$ cat src/rtl/hus_pkg.sv
// hus_pkg: shared types, character constants and the scheme table for the URL splitter.
// No dependencies; imported by hus_classify and http_url_splitter.
package hus_pkg;

  typedef enum logic [3:0] {
    PH_LEAD   = 4'd0,
    PH_SCHEME = 4'd1,
    PH_COLON  = 4'd2,
    PH_SLASH1 = 4'd3,
    PH_SLASH2 = 4'd4,
    PH_HOST   = 4'd5,
    PH_PORT   = 4'd6,
    PH_PATH   = 4'd7,
    PH_KEY    = 4'd8,
    PH_VALUE  = 4'd9
  } phase_e;

  typedef enum logic [2:0] {
    CL_IGNORE = 3'd0,
    CL_SCHEME = 3'd1,
    CL_DELIM  = 3'd2,
    CL_HOST   = 3'd3,
    CL_PORT   = 3'd4,
    CL_PATH   = 3'd5,
    CL_KEY    = 3'd6,
    CL_VALUE  = 3'd7
  } byte_class_e;

  localparam logic [7:0] ChSpace = 8'h20;
  localparam logic [7:0] ChColon = 8'h3A;
  localparam logic [7:0] ChSlash = 8'h2F;
  localparam logic [7:0] ChQuest = 8'h3F;
  localparam logic [7:0] ChEqual = 8'h3D;
  localparam logic [7:0] ChAmp   = 8'h26;
  localparam logic [7:0] ChZero  = 8'h30;
  localparam logic [7:0] ChNine  = 8'h39;
  localparam logic [7:0] ChH     = 8'h68;

  localparam logic [2:0] SchemeLenHttp  = 3'd4;
  localparam logic [2:0] SchemeLenHttps = 3'd5;
  localparam logic [2:0] SchemeLenMax   = 3'd7;

  typedef struct packed {
    phase_e     phase;
    logic [2:0] scheme_len;
    logic       scheme_ok;
    logic       err;
  } parse_state_t;

  localparam parse_state_t StateReset = '{
    phase: PH_LEAD, scheme_len: 3'd0, scheme_ok: 1'b1, err: 1'b0
  };

  typedef struct packed {
    byte_class_e cls;
    logic        field_end;
    logic        pair_end;
    logic        parse_error;
  } tag_t;

  // "https" by position; positions past the table never mismatch
  function automatic logic [7:0] scheme_char(input logic [2:0] idx);
    logic [7:0] ch;
    unique case (idx)
      3'd0:    ch = 8'h68;
      3'd1:    ch = 8'h74;
      3'd2:    ch = 8'h74;
      3'd3:    ch = 8'h70;
      3'd4:    ch = 8'h73;
      default: ch = 8'h00;
    endcase
    return ch;
  endfunction

endpackage

$ cat src/rtl/hus_classify.sv
// hus_classify: combinational tagger; current parse state and one byte in,
// byte tag and next parse state out. Depends on hus_pkg.
module hus_classify (
  input  hus_pkg::parse_state_t state_i,
  input  logic [7:0]            data_i,
  input  logic                  last_i,
  output hus_pkg::parse_state_t state_o,
  output hus_pkg::tag_t         tag_o
);
  import hus_pkg::*;

  parse_state_t nxt;
  byte_class_e  cls;
  logic         fend;
  logic         pend;
  logic         bad;
  logic [2:0]   take_len;
  logic         take_ok;

  // scheme accumulation for the current byte
  always_comb begin
    take_len = state_i.scheme_len;
    take_ok  = state_i.scheme_ok;
    if (state_i.phase == PH_LEAD) begin
      take_len = 3'd0;
      take_ok  = 1'b1;
    end
    if (take_len < SchemeLenHttps && data_i != scheme_char(take_len)) begin
      take_ok = 1'b0;
    end
    if (take_len < SchemeLenMax) begin
      take_len = take_len + 3'd1;
    end
  end

  always_comb begin
    nxt  = state_i;
    cls  = CL_IGNORE;
    fend = 1'b0;
    pend = 1'b0;
    bad  = 1'b0;
    unique case (state_i.phase)
      PH_LEAD: begin
        if (data_i == ChH) begin
          cls            = CL_SCHEME;
          nxt.scheme_len = take_len;
          nxt.scheme_ok  = take_ok;
          nxt.phase      = PH_SCHEME;
        end else if (data_i != ChSpace) begin
          bad = 1'b1;
        end
      end
      PH_SCHEME: begin
        if (data_i == ChColon) begin
          if (state_i.scheme_ok && (state_i.scheme_len == SchemeLenHttp ||
                                    state_i.scheme_len == SchemeLenHttps)) begin
            cls       = CL_DELIM;
            nxt.phase = PH_COLON;
          end else begin
            bad = 1'b1;
          end
        end else begin
          cls            = CL_SCHEME;
          nxt.scheme_len = take_len;
          nxt.scheme_ok  = take_ok;
        end
      end
      PH_COLON: begin
        if (data_i == ChSlash) begin
          cls       = CL_DELIM;
          nxt.phase = PH_SLASH1;
        end else begin
          bad = 1'b1;
        end
      end
      PH_SLASH1: begin
        if (data_i == ChSlash) begin
          cls       = CL_DELIM;
          nxt.phase = PH_SLASH2;
        end else begin
          bad = 1'b1;
        end
      end
      PH_SLASH2: begin
        if (data_i == ChSpace) begin
          bad = 1'b1;
        end else begin
          cls       = CL_HOST;
          nxt.phase = PH_HOST;
        end
      end
      PH_HOST: begin
        priority if (data_i == ChColon) begin
          cls       = CL_DELIM;
          fend      = 1'b1;
          nxt.phase = PH_PORT;
        end else if (data_i == ChSlash) begin
          cls       = CL_PATH;
          fend      = 1'b1;
          nxt.phase = PH_PATH;
        end else if (data_i == ChSpace) begin
          bad = 1'b1;
        end else begin
          cls = CL_HOST;
        end
      end
      PH_PORT: begin
        priority if (data_i == ChSlash) begin
          cls       = CL_PATH;
          fend      = 1'b1;
          nxt.phase = PH_PATH;
        end else if (data_i < ChZero || data_i > ChNine) begin
          bad = 1'b1;
        end else begin
          cls = CL_PORT;
        end
      end
      PH_PATH: begin
        if (data_i == ChQuest) begin
          cls       = CL_DELIM;
          fend      = 1'b1;
          nxt.phase = PH_KEY;
        end else begin
          cls = CL_PATH;
        end
      end
      PH_KEY: begin
        if (data_i == ChEqual) begin
          cls       = CL_DELIM;
          fend      = 1'b1;
          nxt.phase = PH_VALUE;
        end else begin
          cls = CL_KEY;
        end
      end
      PH_VALUE: begin
        if (data_i == ChAmp) begin
          cls       = CL_DELIM;
          fend      = 1'b1;
          pend      = 1'b1;
          nxt.phase = PH_KEY;
        end else begin
          cls = CL_VALUE;
        end
      end
      default: begin
        bad = 1'b1;
      end
    endcase

    // closing checks on the final byte
    if (!bad && last_i) begin
      priority if (nxt.phase == PH_HOST || nxt.phase == PH_PORT ||
                   nxt.phase == PH_PATH) begin
        fend = 1'b1;
      end else if (nxt.phase == PH_VALUE) begin
        fend = 1'b1;
        pend = 1'b1;
      end else begin
        bad = 1'b1;
      end
    end

    if (bad || state_i.err) begin
      nxt       = state_i;
      nxt.err   = 1'b1;
      cls       = CL_IGNORE;
      fend      = 1'b0;
      pend      = 1'b0;
    end
  end

  assign state_o = last_i ? StateReset : nxt;

  assign tag_o.cls         = cls;
  assign tag_o.field_end   = fend;
  assign tag_o.pair_end    = pend;
  assign tag_o.parse_error = nxt.err;

endmodule

$ cat src/rtl/http_url_splitter.sv
// http_url_splitter: top level; input word register, parse state, result register.
// Depends on hus_pkg and hus_classify.
//
// Usage:
//   Input channel (in_valid_i/in_ready_o) carries one URL character per word
//   with last_byte_i set on the final character. Output channel
//   (out_valid_o/out_ready_i) returns exactly one tagged word per input word,
//   in order: echoed character, byte class, field/pair end flags, the sticky
//   parse error and the echoed last flag (parse_error_o is the verdict there).
//   Path: an accepted word waits in the input register, then passes through
//   the classifier into the result register, which drives the output.
//   Throughput: one word per cycle while out_ready_i stays high; the parse state
//   updates as a word moves from the input register to the result register,
//   so consecutive words need no gap.
//   Stall: when out_ready_i is low the result register holds, the input
//   register fills, and in_ready_o drops only once both are occupied. No
//   word is lost or repeated.
//   Reset: both registers empty, parse state at the start of a URL. After a
//   word with the last flag, the parse state returns to the start.
module http_url_splitter (
  input  logic       clk_i,
  input  logic       rst_ni,
  input  logic       in_valid_i,
  output logic       in_ready_o,
  input  logic [7:0] data_byte_i,
  input  logic       last_byte_i,
  output logic       out_valid_o,
  input  logic       out_ready_i,
  output logic [7:0] char_out_o,
  output logic [2:0] byte_class_o,
  output logic       field_end_o,
  output logic       pair_end_o,
  output logic       parse_error_o,
  output logic       final_out_o
);
  import hus_pkg::*;

  logic         in_vld_q;
  logic [7:0]   in_data_q;
  logic         in_last_q;
  parse_state_t state_q, state_d;
  tag_t         tag_d, tag_q;
  logic         out_vld_q;
  logic [7:0]   out_data_q;
  logic         out_last_q;
  logic         out_free;
  logic         advance;

  assign out_free   = !out_vld_q || out_ready_i;
  assign advance    = in_vld_q && out_free;
  assign in_ready_o = !in_vld_q || advance;

  hus_classify u_classify (
    .state_i (state_q),
    .data_i  (in_data_q),
    .last_i  (in_last_q),
    .state_o (state_d),
    .tag_o   (tag_d)
  );

  always_ff @(posedge clk_i or negedge rst_ni) begin
    if (!rst_ni) begin
      in_vld_q  <= 1'b0;
      out_vld_q <= 1'b0;
      state_q   <= StateReset;
    end else begin
      if (in_ready_o) begin
        in_vld_q <= in_valid_i;
      end
      if (out_free) begin
        out_vld_q <= in_vld_q;
      end
      if (advance) begin
        state_q <= state_d;
      end
    end
  end

  always_ff @(posedge clk_i) begin
    if (in_ready_o && in_valid_i) begin
      in_data_q <= data_byte_i;
      in_last_q <= last_byte_i;
    end
    if (advance) begin
      out_data_q <= in_data_q;
      out_last_q <= in_last_q;
      tag_q      <= tag_d;
    end
  end

  assign out_valid_o   = out_vld_q;
  assign char_out_o    = out_data_q;
  assign byte_class_o  = tag_q.cls;
  assign field_end_o   = tag_q.field_end;
  assign pair_end_o    = tag_q.pair_end;
  assign parse_error_o = tag_q.parse_error;
  assign final_out_o   = out_last_q;

  // a pair always closes a field
  a_pair_implies_field: assert property (@(posedge clk_i) disable iff (!rst_ni)
    out_vld_q && tag_q.pair_end |-> tag_q.field_end)
    else $error("pair_end without field_end");

  // rejected words are never tagged
  a_error_ignored: assert property (@(posedge clk_i) disable iff (!rst_ni)
    out_vld_q && tag_q.parse_error |-> tag_q.cls == CL_IGNORE &&
                                      !tag_q.field_end)
    else $error("tag on a rejected word");

  // a field end only ever falls on a classified word
  a_field_end_tagged: assert property (@(posedge clk_i) disable iff (!rst_ni)
    out_vld_q && tag_q.field_end |-> tag_q.cls != CL_IGNORE)
    else $error("field_end on an ignored word");

  // empty result register never back-pressures the input
  a_no_false_stall: assert property (@(posedge clk_i) disable iff (!rst_ni)
    !out_vld_q |-> in_ready_o)
    else $error("input stalled with empty output");

  // parse state is back at the start after a final word moves on
  a_restart: assert property (@(posedge clk_i) disable iff (!rst_ni)
    advance && in_last_q |=> state_q == StateReset)
    else $error("state not restarted after final word");

endmodule

$ cat config.mk
export PLATFORM = sky130hd
export DESIGN_NAME = http_url_splitter
export DESIGN_NICKNAME = d
export VERILOG_FILES = /design/src/rtl/hus_pkg.sv /design/src/rtl/hus_classify.sv /design/src/rtl/http_url_splitter.sv
export SDC_FILE = /design/constraint.sdc
export NUM_CORES = 1
export LEC_CHECK = 0
export ABC_AREA = 1
export BUFFER_PORTS_ARGS = -buffer_cell sky130_fd_sc_hd__buf_2
export CAP_MARGIN = 0
export CORE_ASPECT_RATIO = 1.4
export CORE_MARGIN = 4
export CORE_UTILIZATION = 55
export CTS_CLUSTER_DIAMETER = 40
export DETAILED_ROUTE_END_ITERATION = 8
export GPL_TIMING_DRIVEN = 0
export PLACE_DENSITY = 0.77
export SETUP_SLACK_MARGIN = 0.4
export SKIP_LAST_GASP = 1
export SYNTH_ARGS = -nofsm -noshare
export SYNTH_HDL_FRONTEND = slang
export SYNTH_SLANG_ARGS = --single-unit
$ cat constraint.sdc
create_clock -name clk_i -period 5.95 [get_ports clk_i]
set_input_delay 1.19 -clock clk_i [delete_from_list [all_inputs] [get_ports clk_i]]
set_output_delay 1.19 -clock clk_i [all_outputs]
set_load 0.005 [all_outputs]
### Word level (Yosys, flattened, before mapping)

Index checks and enable logic that the tools add are counted.

* register bits: 35
* input port bits: 13
* output and inout port bits: 17
* logic and storage cells: 134

* add/sub/neg operators: 1
* magnitude comparators: 4
* eq/ne operators: 31
* muxes and demuxes: 61
* reductions and logical operators: 23

Operators with widths (number)
* 8-bit by 6-bit equality test with 1-bit output, second input constant: 6
* 4-bit 2-to-1 mux: 11
* 4-bit one-hot mux with 10 select lines: 1
* 4-bit by 3-bit equality test with 1-bit output, second input constant: 7
* 1-bit 2-to-1 mux: 28
* 7-bit one-hot mux with 4 select lines: 1
* 3-bit 2-to-1 mux: 9
* 3-bit one-hot mux with 9 select lines: 1
* 9-bit 2-to-1 mux: 2
* 4-bit equality test, second input constant: 3
* 3-bit equality test, second input constant: 3
* 4-bit by 2-bit equality test with 1-bit output, second input constant: 2
* 8-bit by 7-bit equality test with 1-bit output, second input constant: 1
* 8-bit by 6-bit greater-than comparator with 1-bit output, second input constant: 1
* 8-bit by 6-bit < comparator with 1-bit output, second input constant: 1
* 2-bit 2-to-1 mux: 4
* 8-bit 2-to-1 mux: 1
* 8-bit by 6-bit inequality test with 1-bit output, second input constant: 1
* 8-bit by 7-bit inequality test with 1-bit output: 1
* 4-bit one-hot mux with 2 select lines: 1
* 1-bit logical OR: 7
* 1-bit one-hot mux with 7 select lines: 1
* 3-bit by 2-bit equality test with 1-bit output, second input constant: 2
* 3-bit < comparator, second input constant: 2
* other kinds (15): 23

### Depth between registers and ports, before layout

Gate-level depths: netlist of the first run.

* word-level depth: 18
* gate-level depth with buffers: 18
* gate-level depth less buffers: 18

### Modules after synthesis

Synthesis of the first run repeated with hierarchy kept, for this count alone.

* cells, all modules: 305
* area total of the unflattened synthesis: 2304.7 µm²

Modules (own cells, without submodules)
* http_url_splitter: instances 1, cells each 74, area each 1172.4 µm², seq. area each 997.2 µm²
* hus_classify: instances 1, cells each 231, area each 1132.3 µm², seq. area each 0.0 µm²

### Worst setup path before layout of the first run

OpenSTA, ideal clock, no wires.

* path kind: input-to-output
* from: in out_ready_i
* to: out in_ready_o
* data arrival time: 1339 ps
* required time: 4760 ps
* path slack: 3421 ps
* stages on the path: 2
* buffers on the path: 0
* cell sequence: inv_1 > nand3_1

* cells in the longest elaborated chain, start to end: 3

RTL lines
* start, declared: line http_url_splitter.sv:28 `input logic out_ready_i,`
* 1-bit logical OR: line http_url_splitter.sv:49 `assign out_free = !out_vld_q || out_ready_i;`
* 1-bit logical AND: line http_url_splitter.sv:50 `assign advance = in_vld_q && out_free;`
* 1-bit logical OR: line http_url_splitter.sv:51 `assign in_ready_o = !in_vld_q || advance;`
* end, declared: line http_url_splitter.sv:24 `output logic in_ready_o,`

Every way passes these cells.

### Final worst setup path of the first run

Same ends and word-level chain as after synthesis.

==> results of run 1 <==
## sequential cells by signal, summed over array words and instances, names as in the netlist
signal and flops:
byte_class_o 3, char_out_o 8, field_end_o 1, in_last_q 1, state_q 9, out_valid_o 1, pair_end_o 1, parse_error_o 1
in_vld_q 1, final_out_o 1, in_data_q 8
## area by class of cell
class                           count  area share
Clock inverter                      3      0.0157
Multi-Input combinational cell    210       0.418
Tap cell                           42      0.0212
Inverter                           37      0.0561
Timing Repair Buffer               29      0.0586
Sequential cell                    35       0.403
Clock buffer                        5      0.0278
## critical path: stages
cell and delay (ps):
buf_2 100, inv_1 60, nand3_1 90, buf_2 150
## metrics by stage
step | hold WS [ps] | power [uW] | worst slack, ps
detailed placement | 480 | 369 | 3180
CTS | 489 | 573 | 3180
finish | 487 | 567 | 3180
global route | 508 | 594 | 3150
global placement | 474 | 366 | 3180
floorplan | 451 | 340 | 3420
## cell usage after synthesis
cell type	count	area [um^2]
inv_1	31	116
nand2_2	7	43.8
nand3_1	22	110
clkinv_1	1	3.75
nand2_1	78	293
o21a_1	1	7.51
o21ai_0	13	65.1
nand2_4	1	11.3
nor2_4	4	45.0
dfstp_2	1	26.3
dfrtp_1	10	250
o31ai_1	1	7.51
inv_2	5	18.8
nand3_2	2	20.0
nor3_2	2	20.0
or2_2	1	6.26
o221ai_1	1	8.76
o22ai_1	1	6.26
nor2_1	41	154
edfxtp_1	24	721
nand4_2	1	12.5
a21oi_1	10	50.1
nand3b_2	1	11.3
nand4_1	2	12.5
o2111ai_1	1	8.76
nor4_1	1	6.26
nor3_1	3	15.0
o21ai_1	7	35.0
nor2_2	4	25.0
xnor2_1	1	8.76
ha_1	4	50.1
## power by group
| group | internal [uW] | total [uW] | leakage, uW | switching [uW] |
|---|---|---|---|---|
| combinational | 21.2 | 59.9 | 0.000741 | 38.7 |
| clock | 123 | 205 | 0.0000556 | 82.3 |
| sequential | 289 | 302 | 0.000372 | 12.8 |
| total | 433 | 567 | 0.00117 | 134 |
## kinds of logic (layout without fill, tap and decap cells)
kind of cell	Yosys count	after routing	share of synthesized area
buf+inv	37	74	0.0640
flops	35	35	0.460
simple gates	170	170	0.362
compound gates	35	35	0.0871
xor+xnor	1	1	0.00404
fa+ha+maj	4	4	0.0231
## path summary, 6_finish.rpt
| path | to | start | slack [ps] |
|---|---|---|---|
| setup / recovery | in_ready_o | out_ready_i | 3180 |
| hold / removal | state_q[1]$_DFFE_PN1P_ | state_q[1]$_DFFE_PN1P_ | 490 |
| setup reg to reg | state_q[1]$_DFFE_PN1P_ | state_q[5]$_DFFE_PN0P_ | 3450 |
| hold reg to reg | state_q[1]$_DFFE_PN1P_ | state_q[1]$_DFFE_PN1P_ | 490 |
| max in group asynchronous | state_q[1]$_DFFE_PN1P_ | rst_ni | 4930 |
| min in group asynchronous | state_q[5]$_DFFE_PN0P_ | rst_ni | 760 |
## routing by layer
metal / up-vias / part of all wire
met5: - / 0
met4: 0 / 0.036
met3: 19 / 0.056
met2: 73 / 0.50
met1: 907 / 0.41
li1: 1000 / -
==> results_dict.tcl, run 1 <==
set metrics [dict create \
    run_status "complete, no violations" \
    layout_commonest_cell "nand2_1" \
    fin_skew_ps 2.07 \
    regArea_um2 997 \
    gp_congestion 0.980 \
    cts_sinks 35 \
    port_buffers 29 \
    max-cap-violations 0 \
    reg2regPathDepth 18 \
    wl_per_cell_um 13.5 \
    drt_iter0_markers 108 \
    place_inst 353 \
    cts_tree "yes" \
    hpwl_um 3840 \
    grtUsageMet3 0.0295 \
    setup_viol 0 \
    synthesis.area_mm2 0.00217 \
    die_h_um 82.3 \
    core_area_mm2 0.00374 \
    antenna_found_initial 0 \
    floorplan.die.width_um 61.1 \
    grtUsageTotal 0.218 \
    worstPathRequired_ps 4760 \
    antennaDiodeCount 0 \
    fin_util 0.662 \
    seq_area_frac_synth 0.460 \
    nFillCells 323 \
    multiInputGateArea_mm2 0.00103 \
    routed_wl_um 4890 \
    gr-total-overflow 0 \
    clockBufferDepth 2 \
    cp-end-kind "output pin" \
    crit_type "in2out" \
    grt_pass1_wl_um 8170 \
    rows 26 \
    cts_resized 0 \
    place_area_mm2 0.00237 \
    grt_pass1_vias 1898 \
    cp_max_fo 3 \
    fp.dieArea_mm2 0.00503 \
    leakage_uw 0.00117 \
    ios 30 \
    grt-busiest-layer "met2" \
    syn_to_final_growth_pct 14.1 \
    drive_gt1_frac 0.204 \
    post_cts_buffers 0 \
    initial_utilization 0.580 \
    fmax_ghz 0.361 \
    grt_setup_unrepaired "no" \
    clkLatencyLatePin_ps 280 \
    fin_area_mm2 0.00247 \
    met2_usage 0.363 \
    holdBufCountCts 0 \
    syn_inst 282 \
    worst_slew_pin_slew_ps 720 \
    power.density_mw_per_mm2 229 \
    gr-usage-met1 0.263 \
    drt-pass1-iter-count 5 \
    hold_path_depth 2 \
    htreeDepth 2 \
    layout_common_cells "78 x nand2_1, 41 x nor2_1, 31 x inv_1" \
    synth_cell_types 31 \
    final_cell_count_no_fill 361 \
    fin_nets 335 \
    viasPerCell 5.54 \
    hold_viol_final 0 \
    ys_seq_elements 35 \
    cts_buffers 5 \
    yosysWarnings 0 \
    min_period_ps 2770 \
    synth.net_count 299 \
    crit_arrival_ps 1580 \
    max-slew-margin-rel 0.520 \
    ir_drop_uv 202 \
    drc 0 \
    min_path_type "reg2reg" \
    finalMaxSlewViolations 0 \
    clk_pin_slew_ps 70 \
    ant_nets 0 \
    timing.final.crit_share 0.466 \
    crit_path_start_kind "input port" \
    avgSynthCellArea_um2 7.69 \
    root_buffer "clkbuf_8" \
    grt_max_degree 20 \
    setup_tns_ps 0 \
    via_count 1999 \
]
Power figures use the tool's default switching activity.
==> run 2, diff against run 1 <==
Settings changed: CORE_UTILIZATION 55 to 52, PLACE_DENSITY 0.77 to 0.76.
Clock period 5.95 ns to 2.38 ns, I/O delays scaled along.
==> run 2 against run 1 <==
Count of clock-buffer cells in the layout rose by 1. Global-route usage fell by 0.11 points. Combinational power rose to 3.4 times the previous value. Final area rose by 21%. Sequential cell count did not move. Cell count rose by 11%. Largest power group unchanged. Via count rose by 8.6%. Core utilization rose by 9.1 points. Clock skew rose by 3.3 ps. Sequential share of layout area fell by 6.9 points. Register-to-register slack got worse by 3200 ps. Non-clock buffer count rose by 37. Critical endpoint is now byte_class_o[0]$_SDFFCE_PP0P_.
==> results_dict.tcl, run 2 (synthesized netlist as in run 1, its figures left out) <==
set metrics [dict create \
    min_period_ps 2120 \
    die_h_um 84.4 \
    htreeDepth 2 \
    drc 0 \
    drive_gt1_frac 0.430 \
    drt_iter0_markers 140 \
    holdBufCountCts 0 \
    layout_commonest_cell "nand2_1" \
    path_cells "inv_2 -> nand2_2 -> nor2_4 -> nand3_2 -> nand2_2 -> nand3_2 -> nor2_1 -> nand2_1 -> nand2_1 -> nand2_2 -> nand2_2 -> nand3_2 -> nand2_4 -> nor2_1" \
    nFillCells 275 \
    ant_nets 0 \
    cts_tree "yes" \
    crit_top_cell "nand2_2" \
    crit_family "simple AND/OR/NAND/NOR gates" \
    cp_num_buf_inv 1 \
    hpwl_um 3790 \
    hold_viol_final 0 \
    rows 27 \
    switching_share 0.225 \
    crit_arrival_ps 2150 \
    clkLatencyLatePin_ps 280 \
    routed_wl_um 5730 \
    finalHoldWorstSlack_ps 43.2 \
    worst_slew_pin_slew_ps 788 \
    ios 30 \
    fmax_ghz 0.471 \
    seqPwrFrac 0.478 \
    run_status "complete, no violations" \
    setup_viol 0 \
    clk_pin_slew_ps 70 \
    grt_pass1_vias 2135 \
    root_buffer "clkbuf_8" \
    fp.dieArea_mm2 0.00528 \
    gp_congestion 0.883 \
    clockBufferDepth 2 \
    grtUsageTotal 0.217 \
    regMostFlops "state_q" \
    grt_max_degree 20 \
    via_count 2170 \
    combPwrFrac 0.129 \
    viasPerCell 5.44 \
    fin_nets 372 \
    wl_per_cell_um 14.4 \
    cp-end-kind "register" \
    cp_max_fo 6 \
    antenna_found_initial 0 \
    layout_common_cells "64 x nand2_1, 34 x buf_4, 29 x buf_2" \
    power.switching_uw 356 \
    syn_to_final_growth_pct 38.2 \
    min_path_type "in2async" \
    setup_tns_ps 0 \
    largest_reg_flops 9 \
    initial_utilization 0.544 \
    worstPathRequired_ps 2410 \
    drt-pass1-iter-count 5 \
    max_stage_delay_ps 430 \
    power.share.clock 0.393 \
    finalMaxSlewViolations 0 \
    grt_pass1_wl_um 9150 \
    fin_skew_ps 5.41 \
    cp_slowest_cell "edfxtp_1" \
    internal_power_uw 1230 \
    cts_buffers 5 \
    timing.final.crit_share 0.892 \
    gr-total-overflow 0 \
    leakage_uw 0.00143 \
    ir_drop_uv 377 \
    floorplan.die.width_um 62.6 \
    crit_path_start_kind "register" \
    port_buffers 29 \
    cts_sinks 35 \
    crit_type "reg2reg" \
    power.density_mw_per_mm2 528 \
    grt_setup_unrepaired "yes" \
    max-cap-violations 0 \
    core_area_mm2 0.00399 \
    antennaDiodeCount 0 \
    max-slew-margin-rel 0.474 \
]
## run 2: changes by cell type in the layout (fill, tap and decap cells not counted), sizes merged
cell,delta
clkinv,-2
bufinv,+1
buf,+37
clkbuf,+1
## run 2: routing by layer
| metal | wire, um | part of all wire | GRT usage |
|---|---|---|---|
| met5 | 0 | 0 | 0 |
| met4 | 204 | 0.036 | 0.110 |
| met3 | 212 | 0.037 | 0.0335 |
| met2 | 3050 | 0.53 | 0.395 |
| met1 | 2270 | 0.40 | 0.241 |
## run 2: path summary, 6_finish.rpt
check                                  startpoint  slack (ps)                       endpoint  cells after the start
max                        in_data_q[4]$_DFFE_PP_         260  byte_class_o[0]$_SDFFCE_PP0P_                     14
min                                        rst_ni          40         state_q[7]$_DFFE_PN0P_                      1
max reg2reg                in_data_q[4]$_DFFE_PP_         260  byte_class_o[0]$_SDFFCE_PP0P_                     14
min reg2reg                state_q[1]$_DFFE_PN1P_         490         state_q[1]$_DFFE_PN1P_                      2
max in group asynchronous                  rst_ni        2080         state_q[1]$_DFFE_PN1P_                      1
min in group clk_i                 data_byte_i[5]         360         in_data_q[5]$_DFFE_PP_                      1
## run 2: worst register-to-register path, delay by kind of cell (launching register included)
kind | cells | cell delay (ps)
buffers and inverters | 1 | 90
DFF | 1 | 430
and+or+nand+nor | 13 | 1360
## run 2: power by group through the flow
stage	clock [uW]	combinational (uW)	sequential, uW
global route	666	228	765
floorplan	0	85.4	765
detailed placement	0	152	770
CTS	633	177	754
finish	623	205	756
global placement	0	148	767
## run 2: what timing repair did
item                                    in CTS  in global routing
resized for setup                           25                 43
gates cloned                                 0                  0
endpoints found under the setup margin      10                 15
setup buffers                               23                 14
pin swaps                                   15                 21
## run 2: stage by stage
stage	cell area [um^2]	cells	utilization	setup slack (ps)	power [uW]
floorplan	2180	282	-	414	850
detailed placement	2380	354	0.597	113	922
global placement	2380	354	0.597	144	915
global route	3000	399	0.752	149	1660
finish	3000	399	0.752	257	1580
CTS	2760	385	0.691	308	1560
## run 2: final cells by class
type	count	area, um^2	share of cell area
Timing Repair Buffer	66	434	0.145
Clock buffer	6	72.6	0.0242
Inverter	37	144	0.0480
Multi-Input combinational cell	210	1230	0.411
Clock inverter	2	60.1	0.0200
Tap cell	43	53.8	0.0179
Sequential cell	35	1000	0.334
